### config.mk
export PLATFORM = sky130hd
export DESIGN_NAME = gccc_dist
export DESIGN_NICKNAME = d
export VERILOG_FILES = /design/src/rtl/gccc_pkg.sv /design/src/rtl/gccc_dist.sv
export SDC_FILE = /design/constraint.sdc
export NUM_CORES = 2
export LEC_CHECK = 0
export ABC_CLOCK_PERIOD_IN_PS = 7770
export BUFFER_PORTS_ARGS = -buffer_cell sky130_fd_sc_hd__buf_2
export CAP_MARGIN = 20
export CORE_MARGIN = 5
export CORE_UTILIZATION = 35
export DETAILED_ROUTE_END_ITERATION = 10
export PLACE_DENSITY_LB_ADDON = 0.25
export SYNTH_ARGS = -nofsm -noshare
export SYNTH_HDL_FRONTEND = slang
export SYNTH_SLANG_ARGS = --single-unit
### constraint.sdc
create_clock -name clk -period 7.77 [get_ports clk]
set_input_delay 1.554 -clock clk [delete_from_list [all_inputs] [get_ports clk]]
set_output_delay 1.554 -clock clk [all_outputs]
set_load 0.02 [all_outputs]
### src/rtl/gccc_pkg.sv
// ---------------------------------------------------------------------------
// gccc_pkg - shared types and constants for the grid cell clearance check
// Table sizing, register indexes, command and cause codes, and the types
// passed between the sequencer and the distance unit.
// ---------------------------------------------------------------------------
`default_nettype none

package gccc_pkg;

  // Obstacle table depth and the widths that follow from it
  localparam int MAX_OBSTACLES = 64;
  localparam int TAB_AW        = $clog2(MAX_OBSTACLES);
  localparam int TAB_CW        = $clog2(MAX_OBSTACLES + 1);

  // Configuration port
  localparam int CFG_IDX_W  = 3;
  localparam int CFG_DATA_W = 16;

  localparam logic [CFG_IDX_W-1:0] REG_CELL_SIZE      = 3'd0;
  localparam logic [CFG_IDX_W-1:0] REG_ROBOT_RADIUS   = 3'd1;
  localparam logic [CFG_IDX_W-1:0] REG_MAP_WIDTH      = 3'd2;
  localparam logic [CFG_IDX_W-1:0] REG_MAP_HEIGHT     = 3'd3;
  localparam logic [CFG_IDX_W-1:0] REG_OBSTACLE_COUNT = 3'd4;

  // Commands carried by an input beat
  localparam logic CMD_WRITE = 1'b0;
  localparam logic CMD_QUERY = 1'b1;

  // Margins in Q12.4: 4.0 to the walls, 8.0 around each obstacle
  localparam int WALL_MARGIN = 64;
  localparam int OBST_MARGIN = 128;

  typedef enum logic [1:0] {
    CAUSE_CLEAR = 2'd0,
    CAUSE_WALL  = 2'd1,
    CAUSE_OBST  = 2'd2
  } cause_t;

  // One obstacle table entry
  typedef struct packed {
    logic [15:0] cx;
    logic [15:0] cy;
    logic [15:0] r;
  } gccc_entry_t;

  // Status back from the distance unit
  typedef struct packed {
    logic busy;       // a compare is still in the pipe
    logic hit_valid;  // hit below is meaningful this cycle
    logic hit;        // cell center strictly inside the obstacle limit
  } gccc_dist_stat_t;

endpackage

`default_nettype wire

### src/rtl/gccc_dist.sv
// ---------------------------------------------------------------------------
// gccc_dist - pipelined squared distance compare
// Three stages: differences and limit, squares, sum and compare. Takes one
// table entry per cycle against the current cell center.
// ---------------------------------------------------------------------------
`default_nettype none

module gccc_dist (
  input  wire logic                     clk,
  input  wire logic                     rst,
  input  wire logic                     in_valid,
  input  wire logic [16:0]              px,     // cell center, Q.5, known >= 0
  input  wire logic [16:0]              py,
  input  wire logic [15:0]              robot_radius,
  input  wire gccc_pkg::gccc_entry_t    entry,
  output gccc_pkg::gccc_dist_stat_t     stat
);

  import gccc_pkg::*;

  logic               v1;
  logic               v2;
  logic               v3;
  logic signed [17:0] dx;
  logic signed [17:0] dy;
  logic        [18:0] md;
  logic        [34:0] dx2;
  logic        [34:0] dy2;
  logic        [37:0] md2;
  logic               hit;

  logic        [17:0] msum;
  logic signed [35:0] dxsq;
  logic signed [35:0] dysq;

  assign msum = 18'(robot_radius) + 18'(entry.r) + 18'(OBST_MARGIN);
  assign dxsq = 36'(dx) * 36'(dx);
  assign dysq = 36'(dy) * 36'(dy);

  always_ff @(posedge clk) begin
    if (rst) begin
      v1 <= 1'b0;
      v2 <= 1'b0;
      v3 <= 1'b0;
    end else begin
      v1 <= in_valid;
      v2 <= v1;
      v3 <= v2;
    end
    // stage 1: both operands are in range for an 18-bit signed difference
    dx  <= $signed({1'b0, px}) - $signed({1'b0, entry.cx, 1'b0});
    dy  <= $signed({1'b0, py}) - $signed({1'b0, entry.cy, 1'b0});
    md  <= {msum, 1'b0};
    // stage 2
    dx2 <= dxsq[34:0];
    dy2 <= dysq[34:0];
    md2 <= 38'(md) * 38'(md);
    // stage 3
    hit <= (38'(dx2) + 38'(dy2)) < md2;
  end

  assign stat.busy      = v1 | v2 | v3;
  assign stat.hit_valid = v3;
  assign stat.hit       = hit;

endmodule

`default_nettype wire
# == After elaboration in Yosys (flattened, before gate mapping) ==
# Cells that the tools add are included.
# totals
in_bits,101
memories,0
ff_bits,164
rom_bits,0
ramBits,0
latchBits,0
# classes
bitwise,2
reduce_logical,0
shifts,0
n_div,0
addsub,5
n_mul,3
n_lt_le_gt_ge,1
n_mux,0
n_eq_ne,0
# op_table
operator,n
$mul A18 B18 Y35,2
$lt A36 B38 Y1,1
$add A35 B35 Y36,1
$mul A18 B18 Y36,1
$sub A17 B17 Y18,2
$add A17 B8 Y18 const B,1
$add A16 B16 Y17,1
$or A1 B1 Y1,2

# == Longest topological paths before layout ==
# depth
depth_word,2
depth_mapped,27
mapped_depth_nobuf,24

# == Least setup slack after synthesis ==
# Ideal clock, no wire load.
# synth_path
path_kind,flip-flop to flip-flop
from,register dx[17]
to,register dx2[33]
setup_slack_ps,1312
synth_period_minus_slack_ps,6458
t_arrival_ps,6340
stages_incl_launch_ff,23
required_ps,7652
setup_time_ps,118
cell_sequence,dfxtp_1 -> clkbuf_1 -> buf_1 -> nand2_1 -> fa_1 -> fa_1 -> inv_1 -> fa_1 -> fa_1 -> fa_1 -> inv_1 -> fa_1 -> inv_1 -> ha_1 -> buf_2 -> nand4_1 -> or3_1 -> or3_1 -> a211oi_1 -> nor3_1 -> o2111ai_1 -> a21oi_1 -> xnor2_1
# synth_between
elab_chain_cells,1
# synth_lines
element,line_no,rtl
from (decl),gccc_dist.sv:24,logic signed [17:0] dx;
from (signal assigned),gccc_dist.sv:51,"dx <= $signed({1'b0, px}) - $signed({1'b0, entry.cx, 1'b0});"
$mul A18 B18 Y35,gccc_dist.sv:37,assign dxsq = 36'(dx) * 36'(dx);
named net dxsq[33],gccc_dist.sv:33,logic signed [35:0] dxsq;
to (signal assigned),gccc_dist.sv:55,dx2 <= dxsq[34:0];
to (decl),gccc_dist.sv:27,logic [34:0] dx2;
# The timed path passes the listed nets, and every way through them passes these cells.
# A chain may end at the register's enable or synchronous reset.

# == Worst setup path after layout ==
# layout_path
from,register dx[0]
to,register dx2[33]
# The elaborated chain is that of the path after synthesis.

==> impl_metrics.csv <==
group,metric,value,unit
synthesis,async_flop_share,0,%
synthesis,ys_seq_area_share,8.40,%
sta,finalMaxSlewViolations,0,
clock_tree,clk_latency,0.49,ns
finish,drive_above_1_share,4.87,%
clock_tree,cts_hold_buf,0,
drt,first_pass_iters,5,
synthesis,synth_top_area_cell,"fa_1",
floorplanning,dieArea,0.115,mm^2
critical_path,critPathCaptureType,"flop",
drt,drc,0,
clock_tree,clk_pin_slew_worst_paths,0.08,ns
finish,register_area,0.00318,mm^2
finish,syn_to_final_growth,7.61,%
synthesis,syn_inst,4139,
critical_path,path_max_fanout,19,
synthesis,yosys_warnings,0,
global_routing,overflow,0,
hold_path,hold_class,"flop to flop",
clock_tree,cts.repair.resized,0,
sta,clock.fmax,0.143,GHz
synthesis,netlist_top_cells_area,"fa_1 42%, ha_1 15%, inv_1 12%",
drt,wl,82400,um
synthesis,synth-edff-count,0,
global_routing,grt_start_max_net_pins,21,
outcome,status,"complete, no violations",
finish,multi_input_area,0.0298,mm^2
clock_tree,cts_tree,"yes",
synthesis,synth.most_common_cell,"inv_1",
synthesis,yosysUniqueCellTypes,71,
drt,vias_per_cell,4.57,
clock_tree,h-tree-depth,4,
placement,hpwl,72500,um
synthesis,syn_nets,5486,
drt,vias,25800,
sta,finalHoldViolations,0,
sta,tightest_slew,0.937,ns
critical_path,cp.required,8.15,ns
floorplanning,io_pins,104,
finish,final.fill_count,10900,
drt,ant_nets,0,
critical_path,critPathKind,"flop to flop",
sta,rsz0062_at_grt,"false",
sta,hold_slack,0.465,ns
synthesis,synth_flop_cell,"dfxtp_1",
global_routing,grt_pass1_vias,28000,
drt,post_drt_wl_per_cell,14.6,um
sta,fin_crit_sh,90.2,%
critical_path,crit_arrival,7.38,ns
global_routing,antenna_found_initial,1,
clock_tree,clock_path_buffers,2,
floorplanning,dieWidth,339,um
critical_path,start_kind,"flop",
drt,drtIter0Drc,1107,
finish,fin_cells,5637,
floorplanning,initial_core_util,35.3,%
sta,finalClockSkew,0.0209,ns
flow_run,cap_viol_max_count,0,
placement,post-place-cells,5605,
clock_tree,cts_setup_buffers,0,
floorplanning,rows,120,
sta,setup_violations,0,
global_routing,grtUsageTotal,15.0,%
synthesis,synth_top_area_share,42.1,%
placement,portBuffers,103,
synthesis,ys_top_cells_by_count,"1231 x inv_1, 796 x fa_1, 450 x ha_1, 350 x nand2_1, 166 x nor2_1",
synthesis,ys_ff_latch,159,
finish,layout.nets,5568,
sta,relSlewSlack,37.1,%
floorplanning,design.core.area,0.107,mm^2
global_routing,grt_pass1_wl,141000,um
clock_tree,cts-root-buf,"clkbuf_16",
finish,n_antenna_cell,0,
sta,fin_setup_tns,0,ns
clock_tree,cts_num_sinks,159,
synthesis,synth_area_per_cell,9.15,um^2
sta,fin_crit,7.01,ns
synthesis,synth_area,0.0379,mm^2
critical_path,r2r_slack,0.76,ns
floorplanning,die_height,339,um
clock_tree,numCtsBuffers,17,
placement,place_congestion,0.837,
## worst paths after layout
path / start / end / cells past startpoint
setup / recovery: dx[0]$_DFF_P_ / dx2[33]$_DFF_P_ / 23
hold / removal: v2$_SDFF_PP0_ / v3$_SDFF_PP0_ / 1
setup reg to reg: dx[0]$_DFF_P_ / dx2[33]$_DFF_P_ / 23
hold reg to reg: v2$_SDFF_PP0_ / v3$_SDFF_PP0_ / 1
## flip-flops by register name, indices dropped and copies added, names as in the netlist
register and count:
md2 35, dx2 33, dy2 33, dx 18, dy 18, md 18, hit 1, v1 1
v2 1, v3 1
## critical path, stage by stage, from the launching register on
cell	delay (ns)
dfxtp_1	0.76
nand2_1	0.26
inv_1	0.14
fa_1	0.43
inv_1	0.19
fa_1	0.44
inv_1	0.11
ha_1	0.43
inv_1	0.25
fa_1	0.55
inv_1	0.05
fa_1	0.52
inv_1	0.05
fa_1	0.47
inv_1	0.04
ha_1	0.39
nand4_1	0.16
or3_1	0.40
or3_1	0.36
a211oi_1	0.28
nor3_1	0.13
o2111ai_1	0.22
a21oi_1	0.11
xnor2_1	0.12
## placed cells by master, fill, tap and decap left out, drive strengths merged, types with 12 or more instances in the layout
cell type  netlist  routed
nand2          350     350
and2           134     134
xnor2          145     145
a21oi          119     119
or3             15      15
o21bai          16      16
a211oi          16      16
dfxtp          159     159
nor2           166     166
o21ai           60      60
a21o            60      60
or2             14      14
clkbuf          74      17
buf              9     146
xor2            49      49
nor3            29      29
nand3           28      28
nand4           12      12
nor2b           34      34
nand2b          23      23
inv           1231    1235
a31oi           22      22
o21a            25      25
and3            12      12
fa             796     796
ha             450     450
## metrics by stage
stage / utilization (%) / setup slack, ns / area, um^2
2_1_floorplan: - / 1.31 / 37900
3_3_place_gp: 37.4 / 0.906 / 40200
3_5_place_dp: 37.4 / 0.719 / 40200
4_1_cts: 38.0 / 0.715 / 40800
5_1_grt: 38.0 / 0.263 / 40800
6_report: 38.0 / 0.764 / 40800
## cell families (layout without fill, tap and decap cells)
group	Yosys count	in the layout	share of synthesized area [%]
buffers and inverters	1314	1409	13.0
adders and majority gates	1246	1246	56.9
and+or+nand+nor	830	830	10.2
AOI/OAI and AO/OA	388	388	6.75
xor gates and xnor gates	194	194	4.49
DFF	159	159	8.40
muxes	8	8	0.221
## cell type report
cell class / count / area share [%]
clock inverter: 15 / 0.451
timing repair buffer: 146 / 2.06
tap: 1403 / 4.31
clock buffer: 17 / 1.04
multi-input combinational: 2666 / 73.0
inverter: 1231 / 11.3
sequential: 159 / 7.81
## routing by layer
metal	global-route usage, %	up-vias	wire, um
li1	-	12500	-
met1	20.4	12900	38200
met2	25.9	338	40300
met3	1.92	65	2660
met4	3.07	2	1190
met5	0	-	7
Power is left out: the tool's default activity adds up to more than one toggle a clock period on the data nets, which glitch-free logic cannot reach.
